$ cat config.mk
export PLATFORM = sky130hd
export DESIGN_NAME = frame_crc16_seal_and_check_flat
export DESIGN_NICKNAME = d
export VERILOG_FILES = /design/src/rtl/core/fcrc_pkg.sv /design/src/rtl/core/fcrc_if.sv /design/src/rtl/core/frame_crc16_seal_and_check.sv /design/src/rtl/core/fcrc_in_reg.sv /design/src/rtl/core/fcrc_engine.sv /design/src/flat_wrapper.sv
export SDC_FILE = /design/constraint.sdc
export NUM_CORES = 1
export LEC_CHECK = 0
export BUFFER_PORTS_ARGS = -buffer_cell sky130_fd_sc_hd__buf_2
export CORE_MARGIN = 2
export CORE_UTILIZATION = 41
export CTS_CLUSTER_DIAMETER = 120
export CTS_CLUSTER_SIZE = 10
export DETAILED_ROUTE_END_ITERATION = 7
export GPL_TIMING_DRIVEN = 0
export PLACE_DENSITY = 0.62
export SKIP_CTS_REPAIR_TIMING = 1
export SLEW_MARGIN = 20
export SYNTH_ARGS = -nofsm -noshare
export SYNTH_HDL_FRONTEND = slang
export SYNTH_SLANG_ARGS = --single-unit
$ cat constraint.sdc
create_clock -name clk -period 3.3 [get_ports clk]
set_clock_uncertainty 0.15 [all_clocks]
set_input_delay 0.66 -clock clk [delete_from_list [all_inputs] [get_ports clk]]
set_output_delay 0.66 -clock clk [all_outputs]
set_load 0.005 [all_outputs]
$ cat src/rtl/core/fcrc_pkg.sv
// ----------------------------------------------------------------------------
// Frame CRC-16 package
// Shared constants, types and the CRC byte update for the frame sealer.
// ----------------------------------------------------------------------------
package fcrc_pkg;

  localparam int FRAME_BYTES    = 24;
  localparam int CRC_FIRST_BYTE = 4;
  localparam int CRC_SPAN       = 18;

  localparam int POS_W    = $clog2(FRAME_BYTES);
  localparam int LO_POS   = FRAME_BYTES - 2;
  localparam int HI_POS   = FRAME_BYTES - 1;
  localparam int SPAN_END = CRC_FIRST_BYTE + CRC_SPAN;

  localparam logic [15:0] CRC_INIT = 16'hFFFF;
  localparam logic [15:0] CRC_POLY = 16'hA001;

  localparam logic OP_SEAL  = 1'b0;
  localparam logic OP_CHECK = 1'b1;

  typedef logic [POS_W-1:0] pos_t;

  typedef struct packed {
    logic       op;
    logic [7:0] data_byte;
  } in_word_t;

  function automatic logic [15:0] crc_byte(input logic [15:0] crc, input logic [7:0] b);
    logic [15:0] c;
    c = crc ^ {8'h00, b};
    for (int k = 0; k < 8; k++) begin
      if (c[0]) begin
        c = (c >> 1) ^ CRC_POLY;
      end else begin
        c = c >> 1;
      end
    end
    return c;
  endfunction

endpackage

$ cat src/rtl/core/fcrc_if.sv
// ----------------------------------------------------------------------------
// Frame CRC-16 channel interfaces
// Valid/ready channels for input words and result words.
// ----------------------------------------------------------------------------
interface fcrc_in_if;
  logic       valid;
  logic       ready;
  logic       op;
  logic [7:0] data_byte;

  modport source (output valid, output op, output data_byte, input ready);
  modport sink (input valid, input op, input data_byte, output ready);
endinterface

interface fcrc_out_if;
  logic       valid;
  logic       ready;
  logic [7:0] out_byte;
  logic       last;
  logic       crc_ok;

  modport source (output valid, output out_byte, output last, output crc_ok, input ready);
  modport sink (input valid, input out_byte, input last, input crc_ok, output ready);
endinterface

$ cat src/rtl/core/frame_crc16_seal_and_check.sv
// ----------------------------------------------------------------------------
// Frame CRC-16 seal and check
// Passes fixed-length frames byte by byte, sealing or checking the CRC-16.
// ----------------------------------------------------------------------------
// Throughput: one byte per cycle; the input register and the result register
// form a two-stage pipeline that stalls only when the result is not taken.
// Reset (synchronous, active high) empties the pipeline, sets the CRC to
// 0xFFFF and the frame position to zero.
module frame_crc16_seal_and_check (
  input logic        clk,
  input logic        rst,
  fcrc_in_if.sink    data_in,
  fcrc_out_if.source data_out
);
  import fcrc_pkg::*;

  in_word_t in_word;
  in_word_t word;
  logic     word_valid;
  logic     advance;

  assign in_word.op        = data_in.op;
  assign in_word.data_byte = data_in.data_byte;

  fcrc_in_reg u_in_reg (
    .clk        (clk),
    .rst        (rst),
    .in_valid   (data_in.valid),
    .in_ready   (data_in.ready),
    .in_word    (in_word),
    .word_valid (word_valid),
    .advance    (advance),
    .word       (word)
  );

  fcrc_engine u_engine (
    .clk        (clk),
    .rst        (rst),
    .word_valid (word_valid),
    .word       (word),
    .advance    (advance),
    .res_valid  (data_out.valid),
    .res_ready  (data_out.ready),
    .out_byte   (data_out.out_byte),
    .last       (data_out.last),
    .crc_ok     (data_out.crc_ok)
  );

endmodule

$ cat src/rtl/core/fcrc_in_reg.sv
// ----------------------------------------------------------------------------
// Frame CRC-16 input register
// Captures one input word per cycle and holds it while the engine stalls.
// ----------------------------------------------------------------------------
module fcrc_in_reg (
  input  logic              clk,
  input  logic              rst,
  input  logic              in_valid,
  output logic              in_ready,
  input  fcrc_pkg::in_word_t in_word,
  output logic              word_valid,
  input  logic              advance,
  output fcrc_pkg::in_word_t word
);
  import fcrc_pkg::*;

  assign in_ready = !word_valid || advance;

  always_ff @(posedge clk) begin
    if (rst) begin
      word_valid <= 1'b0;
    end else if (in_ready) begin
      word_valid <= in_valid;
    end
  end

  always_ff @(posedge clk) begin
    if (in_ready && in_valid) begin
      word <= in_word;
    end
  end

endmodule

$ cat src/rtl/core/fcrc_engine.sv
// ----------------------------------------------------------------------------
// Frame CRC-16 engine
// Tracks frame position and mode, updates the CRC and registers the result.
// ----------------------------------------------------------------------------
module fcrc_engine (
  input  logic               clk,
  input  logic               rst,
  input  logic               word_valid,
  input  fcrc_pkg::in_word_t word,
  output logic               advance,
  output logic               res_valid,
  input  logic               res_ready,
  output logic [7:0]         out_byte,
  output logic               last,
  output logic               crc_ok
);
  import fcrc_pkg::*;

  logic [15:0] running_crc;
  logic [15:0] running_crc_next;
  pos_t        byte_position;
  pos_t        byte_position_next;
  logic        frame_mode;
  logic        mode_cur;
  logic [7:0]  held_low_byte;
  logic [15:0] crc_cur;
  logic [7:0]  ob_next;
  logic        last_next;
  logic        ok_next;
  logic        fire;
  logic        in_span;
  logic        at_start;
  logic        at_lo;
  logic        at_hi;

  assign advance = !res_valid || res_ready;
  assign fire    = word_valid && advance;

  assign at_start = (byte_position == '0);
  assign at_lo    = (byte_position == POS_W'(LO_POS));
  assign at_hi    = (byte_position >= POS_W'(HI_POS));
  assign in_span  = (byte_position < POS_W'(LO_POS))
                 && ({1'b0, byte_position} >= (POS_W+1)'(CRC_FIRST_BYTE))
                 && ({1'b0, byte_position} < (POS_W+1)'(SPAN_END));

  assign mode_cur = at_start ? word.op : frame_mode;
  assign crc_cur  = at_start ? CRC_INIT : running_crc;

  always_comb begin
    running_crc_next   = crc_cur;
    ob_next            = word.data_byte;
    last_next          = 1'b0;
    ok_next            = 1'b1;
    byte_position_next = at_hi ? '0 : byte_position + 1'b1;
    if (in_span) begin
      running_crc_next = crc_byte(crc_cur, word.data_byte);
    end
    if (at_lo) begin
      if (mode_cur == OP_SEAL) begin
        ob_next = crc_cur[7:0];
      end
    end else if (at_hi) begin
      last_next = 1'b1;
      if (mode_cur == OP_SEAL) begin
        ob_next = crc_cur[15:8];
      end else begin
        ok_next = ({word.data_byte, held_low_byte} == crc_cur);
      end
    end
  end

  always_ff @(posedge clk) begin
    if (rst) begin
      running_crc   <= CRC_INIT;
      byte_position <= '0;
      frame_mode    <= OP_SEAL;
      held_low_byte <= '0;
      res_valid     <= 1'b0;
    end else begin
      if (advance) begin
        res_valid <= word_valid;
      end
      if (fire) begin
        running_crc   <= running_crc_next;
        byte_position <= byte_position_next;
        frame_mode    <= mode_cur;
        if (at_lo) begin
          held_low_byte <= word.data_byte;
        end
      end
    end
  end

  always_ff @(posedge clk) begin
    if (fire) begin
      out_byte <= ob_next;
      last     <= last_next;
      crc_ok   <= ok_next;
    end
  end

`ifndef ASSERT_OFF
  a_pos_range: assert property (@(posedge clk) disable iff (rst)
    byte_position <= POS_W'(HI_POS))
    else $error("Frame position out of range.");

  a_last_follows_end: assert property (@(posedge clk) disable iff (rst)
    fire && at_hi |=> res_valid && last)
    else $error("End of frame did not produce a last result.");

  a_fail_only_check: assert property (@(posedge clk) disable iff (rst)
    res_valid && !crc_ok |-> last && (frame_mode == OP_CHECK))
    else $error("CRC failure flagged outside a check frame end.");

  a_wrap_after_end: assert property (@(posedge clk) disable iff (rst)
    fire && at_hi |=> byte_position == '0)
    else $error("Frame position did not wrap after the last byte.");
`endif

endmodule

$ cat src/flat_wrapper.sv
// flat-port wrapper written by rule: the top's interface ports become plain ports
module frame_crc16_seal_and_check_flat import fcrc_pkg::*;
  (clk, rst, data_in_valid, data_in_op, data_in_data_byte, data_in_ready, data_out_valid, data_out_out_byte, data_out_last, data_out_crc_ok, data_out_ready);
  fcrc_in_if data_in_i ();
  fcrc_out_if data_out_i ();
  input logic clk;
  input logic rst;
  input wire logic [$bits(data_in_i.valid)-1:0] data_in_valid;
  input wire logic [$bits(data_in_i.op)-1:0] data_in_op;
  input wire logic [$bits(data_in_i.data_byte)-1:0] data_in_data_byte;
  output wire logic [$bits(data_in_i.ready)-1:0] data_in_ready;
  output wire logic [$bits(data_out_i.valid)-1:0] data_out_valid;
  output wire logic [$bits(data_out_i.out_byte)-1:0] data_out_out_byte;
  output wire logic [$bits(data_out_i.last)-1:0] data_out_last;
  output wire logic [$bits(data_out_i.crc_ok)-1:0] data_out_crc_ok;
  input wire logic [$bits(data_out_i.ready)-1:0] data_out_ready;
  assign data_in_i.valid = data_in_valid;
  assign data_in_i.op = data_in_op;
  assign data_in_i.data_byte = data_in_data_byte;
  assign data_in_ready = data_in_i.ready;
  assign data_out_valid = data_out_i.valid;
  assign data_out_out_byte = data_out_i.out_byte;
  assign data_out_last = data_out_i.last;
  assign data_out_crc_ok = data_out_i.crc_ok;
  assign data_out_i.ready = data_out_ready;
  frame_crc16_seal_and_check u_core (.clk(clk), .rst(rst), .data_in(data_in_i), .data_out(data_out_i));
endmodule
After elaboration in Yosys (flattened, before gate mapping)
Cells that the tools add are included.

Add/subtract/negate cells: 1. Magnitude comparators: 4. Equality and inequality tests: 2. Multiplexer cells: 24. Bitwise operators: 11. Reductions and logical operators: 11.

Operators with widths (count): 16-bit two-way mux (17); 8-bit two-way mux (4); 2-bit inverter with 3-bit output (8); 16-bit equality test (1); 16-bit by 8-bit XOR with 16-bit output (1); 5-bit less-than comparator, second input constant (2); 5-bit by 1-bit adder with 5-bit output, second input constant (1); 5-bit equality test, second input constant (1); 5-bit by 3-bit >= comparator with 1-bit output, second input constant (1); 5-bit >= comparator, second input constant (1); 5-bit logical NOT (1); 5-bit two-way mux (1); 1-bit logical AND (4); 3-bit OR reduction (1); 1-bit logical NOT (2); 1-bit logical OR (2); 1-bit two-way mux (2); 1-bit inverter (2); 2-bit AND reduction (1).

Flip-flop bits (word level): 51. Input port bits: 13. Output and inout bits: 12. Word-level logic and storage cells: 64.

Logic depth before layout (Yosys ltp)
Gate-level depths: netlist (run 1).

Depth in word-level cells: 27. Mapped depth: 11. Gate-level depth less buffers: 8.

By module
Synthesis (run 1) repeated with hierarchy kept, for this count alone.

Cell total of the unflattened synthesis: 305. Area, all modules: 2847.7 µm².

Modules (own cells, without submodules): fcrc_engine (instances 1, cells each 291, area an instance 2522.4 µm², seq. area each 920.9 µm²); fcrc_in_reg (instances 1, cells each 14, area an instance 325.3 µm², seq. area each 290.3 µm²).

Least setup slack after synthesis (run 1)
No wires, ideal clock.

Path kind: in2reg. Start: input data_out_ready. End: register u_core.u_engine.held_low_byte[0]. Setup time: 0.128 ns. Data arrival time: 2.162 ns. Required time: 3.022 ns. Path slack: 0.861 ns. Stages on the path: 7. Path buffers: 1. Cell sequence: nor2b_1 nand2b_1 buf_2 clkinv_1 nand3_1 mux2i_1 nor2_1.

Cells in the longest elaborated chain, start to end: 3.

RTL lines: start: declaration (line flat_wrapper.sv:16) `input wire logic [$bits(data_out_i.ready)-1:0] data_out_ready;`; 1-bit logical OR (line fcrc_engine.sv:36) `assign advance = !res_valid || res_ready;`; 1-bit logical AND (line fcrc_engine.sv:37) `assign fire = word_valid && advance;`; named net u_core.u_engine.fire (line fcrc_engine.sv:30) `logic fire;`; 2-bit AND reduction (no line); end signal: assignment (line fcrc_engine.sv:88) `held_low_byte <= word.data_byte;`; end: declaration (line fcrc_engine.sv:25) `logic [7:0] held_low_byte;`.

The timed path passes the listed nets, and every way through them passes these cells. A chain may end at the register's enable or synchronous reset.

Worst setup path after layout (run 1)
Start: register u_core.u_engine.byte_position[1]. End: register u_core.u_engine.crc_ok, data pin.

Cells in the longest elaborated chain, start to end: 4. Elaborated cells on any way between the ends: 9. Classes of those cells: 1 x order compare; 2 x eq/ne; 2 x mux; 2 x bitwise; 2 x reduce/logical.

RTL lines: start: declaration (line fcrc_engine.sv:21) `pos_t byte_position;`; start signal: assignment (line fcrc_engine.sv:85) `byte_position <= byte_position_next;`; parallel branches: the longest is 4 deep, another holds 5-bit >= comparator; end signal: assignment (line fcrc_engine.sv:98) `crc_ok <= ok_next;`; end: declaration (line fcrc_engine.sv:15) `output logic crc_ok`.

Parallel ways; which one is timed is not known.

==> results by group, run 1 <==
Final layout
  • P&R area growth vs syn: 11.2%
  • Finished Layout Cells: 441
  • Finished Core Util: 47.5%
  • Design Area, Final: 3240 µm²
  • Diodes inserted: 0
  • Layout cells sized above 1: 17.1%
  • Fill count: 678
  • Final nets: 359

Global routing
  • First-pass GRT wire length: 11000 µm
  • Gr usage total: 18.6%
  • Antenna violations before repair: 0
  • GR Overflow Total: 0
  • Largest net degree at the start of global routing: 17
  • Vias in the first global route: 2122

Logic synthesis
  • Post-synth net total: 328
  • Seq/Total Area, Yosys: 41.5%
  • Leading cell types by count after synthesis: nor2_1, dfxtp_1, xnor2_1, o22ai_1, a21oi_1
  • Number of synthesized register bits: 51
  • Most frequent cell after synthesis: nor2_1
  • Post-Syn Instances: 313
  • YS warnings: 0
  • Asr flop ratio synth: 0%
  • Top-area cell type share of the netlist area: 22.0%
  • Yosys cell types: 48
  • Synthesized cell area: 2920 µm²
  • Area leader, netlist: dfxtp_1
  • Syn avg cell area: 9.32 µm²
  • Number of flops mapped to enable cells by yosys: 19
  • Main area contributors after synthesis: dfxtp_1, edfxtp_1, xnor2_1
  • Synth Flop Type: dfxtp_1

STA
  • Fin. max-slew vios: 0
  • Final Hold Viols: 0
  • Fmax: 0.347 GHz
  • Post-route clock period utilization: 87.2%
  • Worst Max-Slew Pin Slew: 662 ps
  • Minimum clock period: 2880 ps
  • Rel. slew slack: 55.7%
  • Setup violators final: 0
  • TNS Setup: 0 ps
  • Fin worst setup slack: 421 ps
  • Hold Slack: 374 ps
  • RSZ-0062 raised after global routing: no

Clock tree
  • Clock sink count: 51
  • CTS tree: built
  • Longest Clk Path Bufs: 2
  • Worst skew pair latency: 310 ps
  • Clk pin slew, worst setup/hold paths: 90 ps
  • Root Driver: clkbuf_8
  • Htree depth: 2
  • CTS Buf Count: 5

Placed design
  • Buffers added on ports: 24
  • Post-Place Cells: 433
  • Pre-CTS setup slack: 334 ps
  • GP Congestion: 0.953
  • DP HPWL: 4740 µm
  • DP Area: 3160 µm²

Run status
  • Status: finished clean

Floorplanning
  • Die Area: 7800 µm²
  • Core Footprint: 6830 µm²
  • I/O pins: 25
  • Die X: 88.3 µm
  • Die Y: 88.3 µm
  • Initial Util: 42.7%
  • Row Count: 30

Worst setup path
  • Critical-path cell list: clkbuf_1, inv_1, ha_1, nor4b_4, buf_2, buf_2, o22ai_1, nand3_1, nor3_1, or3b_2
  • Worst Setup EP: u_core.u_engine.crc_ok
  • R2R depth: 10
  • Crit path max fanout: 10
  • Crit start category: flip-flop
  • CP dominant cell by count: buf_2
  • Slowest stage cell, crit path: or3b_2
  • R2r setup slk: 420 ps
  • Reg2reg end: u_core.u_engine.crc_ok
  • FF-to-FF Start: u_core.u_engine.byte_position[1]
  • CP startpoint: u_core.u_engine.byte_position[1]
  • Required time worst endpoint: 3200 ps
  • Slowest stage delay, CP: 430 ps
  • Crit end category: flip-flop
  • Worst EP arrival: 2780 ps
  • Crit Path Class: reg -> reg

Pwr
  • PnR Total Power: 1.19 mW
  • Pwr dens: 366 nW/µm²
  • Leak: 1.19 nW
  • Peak supply drop: 0.287 mV

Routing
  • Drc violations: 0
  • Number of DRC markers in iteration 0: 190
  • Via-per-instance ratio: 5.23
  • Drt pass-1 iters: 4
  • Average wire per standard cell: 15.1 µm
  • ANT nets after route: 0
  • Vias after detailed routing: 2305
  • Post-Route WL: 6640 µm

Flow run
  • Max-Cap Viols: 0

Min path
  • Min-Delay Path Class: reg -> reg
worst min-delay path by stage:
| stage | startpoint | to | slack [ps] | cells past startpoint |
|---|---|---|---|---|
| after global placement | u_core.u_in_reg.word_valid | u_core.u_engine.res_valid | 360 | 2 |
| after floorplan | u_core.u_in_reg.word[8] | u_core.u_engine.frame_mode | 330 | 2 |
| after CTS | data_in_data_byte[0] | u_core.u_in_reg.word[0] | 360 | 1 |
| after global routing | data_in_data_byte[2] | u_core.u_in_reg.word[2] | 360 | 1 |
| final | u_core.u_in_reg.word_valid | u_core.u_engine.res_valid | 370 | 2 |
| after detailed placement | u_core.u_in_reg.word_valid | u_core.u_engine.res_valid | 370 | 2 |
registers in the layout, indices dropped and copies added (netlist names):
name / cells
u_core.u_engine.byte_position: 5
u_core.u_engine.crc_ok: 1
u_core.u_engine.frame_mode: 1
u_core.u_engine.held_low_byte: 8
u_core.u_engine.last: 1
u_core.u_engine.out_byte: 8
u_core.u_engine.res_valid: 1
u_core.u_engine.running_crc: 16
u_core.u_in_reg.word: 9
u_core.u_in_reg.word_valid: 1
kinds of logic (layout without fill, tap and decap cells):
group                      after synthesis  count (layout)  share of synthesized area, %
adders and majority gates                2               2                         0.858
xor gates and xnor gates                40              40                          14.9
buffers and inverters                   34              66                          5.83
muxes                                   11              11                          3.78
and+or+nand+nor                        111             111                          19.5
DFF                                     51              51                          41.5
AOI/OAI and AO/OA                       64              64                          13.6
cell type report:
type                       count  area, µm²  share of cell area [%]
multi-input combinational    228       1540                    47.5
sequential                    51       1210                    37.4
buffer                        29        151                    4.67
timing repair buffer          24        120                    3.71
tap                           96        120                    3.71
clock buffer                   8       80.1                    2.47
inverter                       5       18.8                   0.579
metal layers:
layer  track usage (%)  vias up  part of all wire [%]
met5                 0        -                     0
met4              7.30        0                   2.7
met3              3.73       13                   4.0
met2              27.9       59                    44
met1              26.5     1084                    49
li1                  -     1149                     -
critical path: cells and delay by family (launching register included):
kind	cells	cell delay [ps]
AO/OA/AOI/OAI	1	170
adder cells (fa/ha/maj)	1	140
buffers and inverters	4	910
flip-flops	1	320
AND/OR/NAND/NOR	4	920
layout by cell type, fill, tap and decap left out, types with 2 or more instances in the layout:
cell	n
xnor2_2	3
clkbuf_2	2
or2_2	2
buf_2	35
clkbuf_1	13
clkbuf_8	5
nand2b_1	17
o22ai_1	28
a21oi_1	23
ha_1	2
nand2_1	13
nand3_1	3
nor4bb_1	6
edfxtp_1	19
buf_4	3
dfxtp_1	32
mux2i_1	11
o32ai_1	2
buf_6	2
nor3_1	4
xor2_1	3
a22o_1	2
nor2_1	55
inv_1	4
o21a_1	2
xnor2_1	30
nand3b_1	2
report_power, final:
group / leakage, nW / internal, mW / switching, mW / total (mW)
logic: 0.715 / 0.0710 / 0.0913 / 0.162
clock network: 0.0395 / 0.151 / 0.198 / 0.349
registers: 0.438 / 0.668 / 0.00628 / 0.674
(Power assumes the default switching activity.)
==> inputs of run 2 (changes only) <==
PLACE_DENSITY = 0.65   (was 0.62)
clock period = 2.5 ns   (was 3.3 ns; I/O delays follow)
==> run 2 against run 1 <==
  * Utilization up 2.7 points
  * First-iteration DRC count down 13%
  * Design area up 5.8%
  * Critical path depth up 1
  * Via count up 5.9%
  * Non-clock buffer count up 14
  * Routed wire length up 6.8%
  * Global-route usage down 0.15 points
  * Final cell count up 3.2%
  * Register-to-register slack worse by 390 ps
  * Critical path type unchanged
  * Largest power group unchanged
==> results by group, run 2 (synthesis results as in run 1) <==
STA
  • Setup violators final: 0 (unchanged)
  • Hold Slack: 208 ps (-165 ps)
  • Worst Max-Slew Pin Slew: 650 ps (-11.9 ps)
  • Fmax: 0.405 GHz (+17%)
  • TNS Setup: 0 ps (unchanged)
  • Minimum clock period: 2470 ps (-409 ps)
  • Rel. slew slack: 56.5% (+0.80 points)
  • Fin. max-slew vios: 0 (unchanged)
  • Final Hold Viols: 0 (unchanged)
  • Post-route clock period utilization: 98.8% (+12 points)
  • Fin worst setup slack: 29.9 ps (-391 ps)
  • RSZ-0062 raised after global routing: yes

Final layout
  • P&R area growth vs syn: 17.5%
  • Layout cells sized above 1: 24.5% (+7.4 points)
  • Largest Register: u_core.u_engine.running_crc
  • Diodes inserted: 0 (unchanged)
  • Fill count: 678 (unchanged)
  • Final nets: 373 (+3.9%)
  • Commonest non-fill, non-tap cells in the layout: nor2_1, buf_2, xnor2_1, dfxtp_1, o22ai_1
  • Commonest non-fill, non-tap cell in the layout: nor2_1
  • Finished Core Util: 50.2% (+2.7 points)
  • Top Registers: u_core.u_engine.running_crc: 16 flops, u_core.u_in_reg.word: 9 flops
  • Finished Layout Cells: 455 (+3.2%)
  • Max FFs per register: 16 (unchanged)

Clock tree
  • Htree depth: 2 (unchanged)
  • CTS Buf Count: 5 (unchanged)
  • Worst skew pair latency: 310 ps (about the same)
  • Longest Clk Path Bufs: 2 (unchanged)
  • Root Driver: clkbuf_8
  • Clk pin slew, worst setup/hold paths: 90 ps (about the same)
  • Clock sink count: 51 (unchanged)
  • CTS tree: built

Worst setup path
  • Worst EP arrival: 2380 ps (-400 ps)
  • Crit end category: flip-flop
  • Slowest stage delay, CP: 340 ps (-90 ps)
  • Slowest stage cell, crit path: dfxtp_2
  • Crit start category: flip-flop
  • Crit path max fanout: 10 (unchanged)
  • Required time worst endpoint: 2410 ps (-790 ps)
  • Crit Path Class: reg -> reg
  • CP dominant cell by count: buf_6
  • Delay-heaviest family, CP: simple AND/OR/NAND/NOR gates
  • Bufs and invs on worst path: 5 (+1)
  • Critical-path cell list: buf_6, inv_2, ha_1, nor4b_4, buf_4, buf_6, buf_6, mux2i_2, nand2_2, nor2_1, nor2_1

Placed design
  • Pre-CTS setup slack: -479 ps (-813 ps)
  • GP Congestion: 0.895 (-6.1%)
  • Buffers added on ports: 24 (unchanged)
  • Post-Place Cells: 433 (unchanged)
  • DP HPWL: 4690 µm (-0.97%)

Global routing
  • Vias in the first global route: 2100 (-1.0%)
  • Largest net degree at the start of global routing: 17 (unchanged)
  • Gr usage total: 18.5% (-0.15 points)
  • First-pass GRT wire length: 10900 µm (-0.75%)
  • Met3 GRT Util: 3.54% (-0.19 points)
  • GR Overflow Total: 0 (unchanged)
  • Met1 Use GR: 25.2% (-1.4 points)
  • Gr busiest metal: met2
  • Antenna violations before repair: 0 (unchanged)
  • Global routing usage on met2: 29.9% (+2.0 points)

Routing
  • Via-per-instance ratio: 5.36 (+2.6%)
  • Number of DRC markers in iteration 0: 166 (-13%)
  • ANT nets after route: 0 (unchanged)
  • Post-Route WL: 7090 µm (+6.8%)
  • Drt pass-1 iters: 6 (+2)
  • Average wire per standard cell: 15.6 µm (+3.5%)
  • Drc violations: 0 (unchanged)
  • Vias after detailed routing: 2441 (+5.9%)

Floorplanning
  • Initial Util: 42.7% (unchanged)
  • Die Y: 88.3 µm (unchanged)
  • Die X: 88.3 µm (unchanged)
  • Die Area: 7800 µm² (unchanged)
  • Core Footprint: 6830 µm² (unchanged)
  • Row Count: 30 (unchanged)
  • I/O pins: 25 (unchanged)

Pwr
  • Gate power share: 15.5% (+1.8 points)
  • Pwr dens: 478 nW/µm² (+31%)
  • Peak supply drop: 0.255 mV (-11%)
  • Sequential share of power: 54.4% (-2.5 points)
  • NetSw: 412 µW (+39%)
  • Switching share of power: 25.2% (+0.22 points)
  • Clock power share: 30.1% (+0.6 points)
  • Power Internal: 1.23 mW (+38%)
  • Leak: 1.28 nW (+7.6%)

Run status
  • Status: finished clean

Min path
  • Min-Delay Path Class: in -> reg

Flow run
  • Max-Cap Viols: 0 (unchanged)
-- run 2: area by class of cell --
type / instances / area [µm²] / share of cell area (%)
multi-input cells: 228 / 1580 / 45.9
flip-flops and latches: 51 / 1220 / 35.5
repair buffers: 38 / 223 / 6.50
plain buffers: 29 / 181 / 5.29
well taps: 96 / 120 / 3.50
clock buffers: 7 / 86.3 / 2.52
inverters: 5 / 22.5 / 0.657
clock inverters: 1 / 3.75 / 0.109
-- run 2: worst paths after layout --
kind	slack (ps)	start	depth (start not counted)	endpoint
worst min-delay path	210	data_in_data_byte[4]	1	u_core.u_in_reg.word[4]
worst min register to register	370	u_core.u_in_reg.word_valid	2	u_core.u_engine.res_valid
worst max register to register	30	u_core.u_engine.byte_position[1]	11	u_core.u_engine.out_byte[5]
worst max-delay path	30	u_core.u_engine.byte_position[1]	11	u_core.u_engine.out_byte[5]
-- run 2: power groups by stage --
stage | clock [mW] | sequential [mW] | combinational, mW
global placement | 0 | 0.909 | 0.210
floorplan | 0 | 0.909 | 0.154
global route | 0.532 | 0.893 | 0.275
finish | 0.493 | 0.891 | 0.254
CTS | 0.505 | 0.890 | 0.213
detailed placement | 0 | 0.909 | 0.212
-- run 2: metal layers --
layer	share of wire, %	up-vias
li1	-	1182
met5	0	-
met3	7.2	8
met2	48	95
met1	43	1156
met4	1.2	0
-- run 2: stage by stage --
step | total power [mW] | area, µm²
final | 1.64 | 3430
after CTS | 1.61 | 3250
after floorplan | 1.06 | 2920
after detailed placement | 1.12 | 3160
after global placement | 1.12 | 3160
after global routing | 1.70 | 3430
-- run 2: worst register-to-register path, cell delays in order (launching register included) --
cell and delay, ps:
dfxtp_2 340, buf_6 120, inv_2 50, ha_1 140, nor4b_4 290, buf_4 180
buf_6 120, buf_6 160, mux2i_2 270, nand2_2 180, nor2_1 150, nor2_1 80
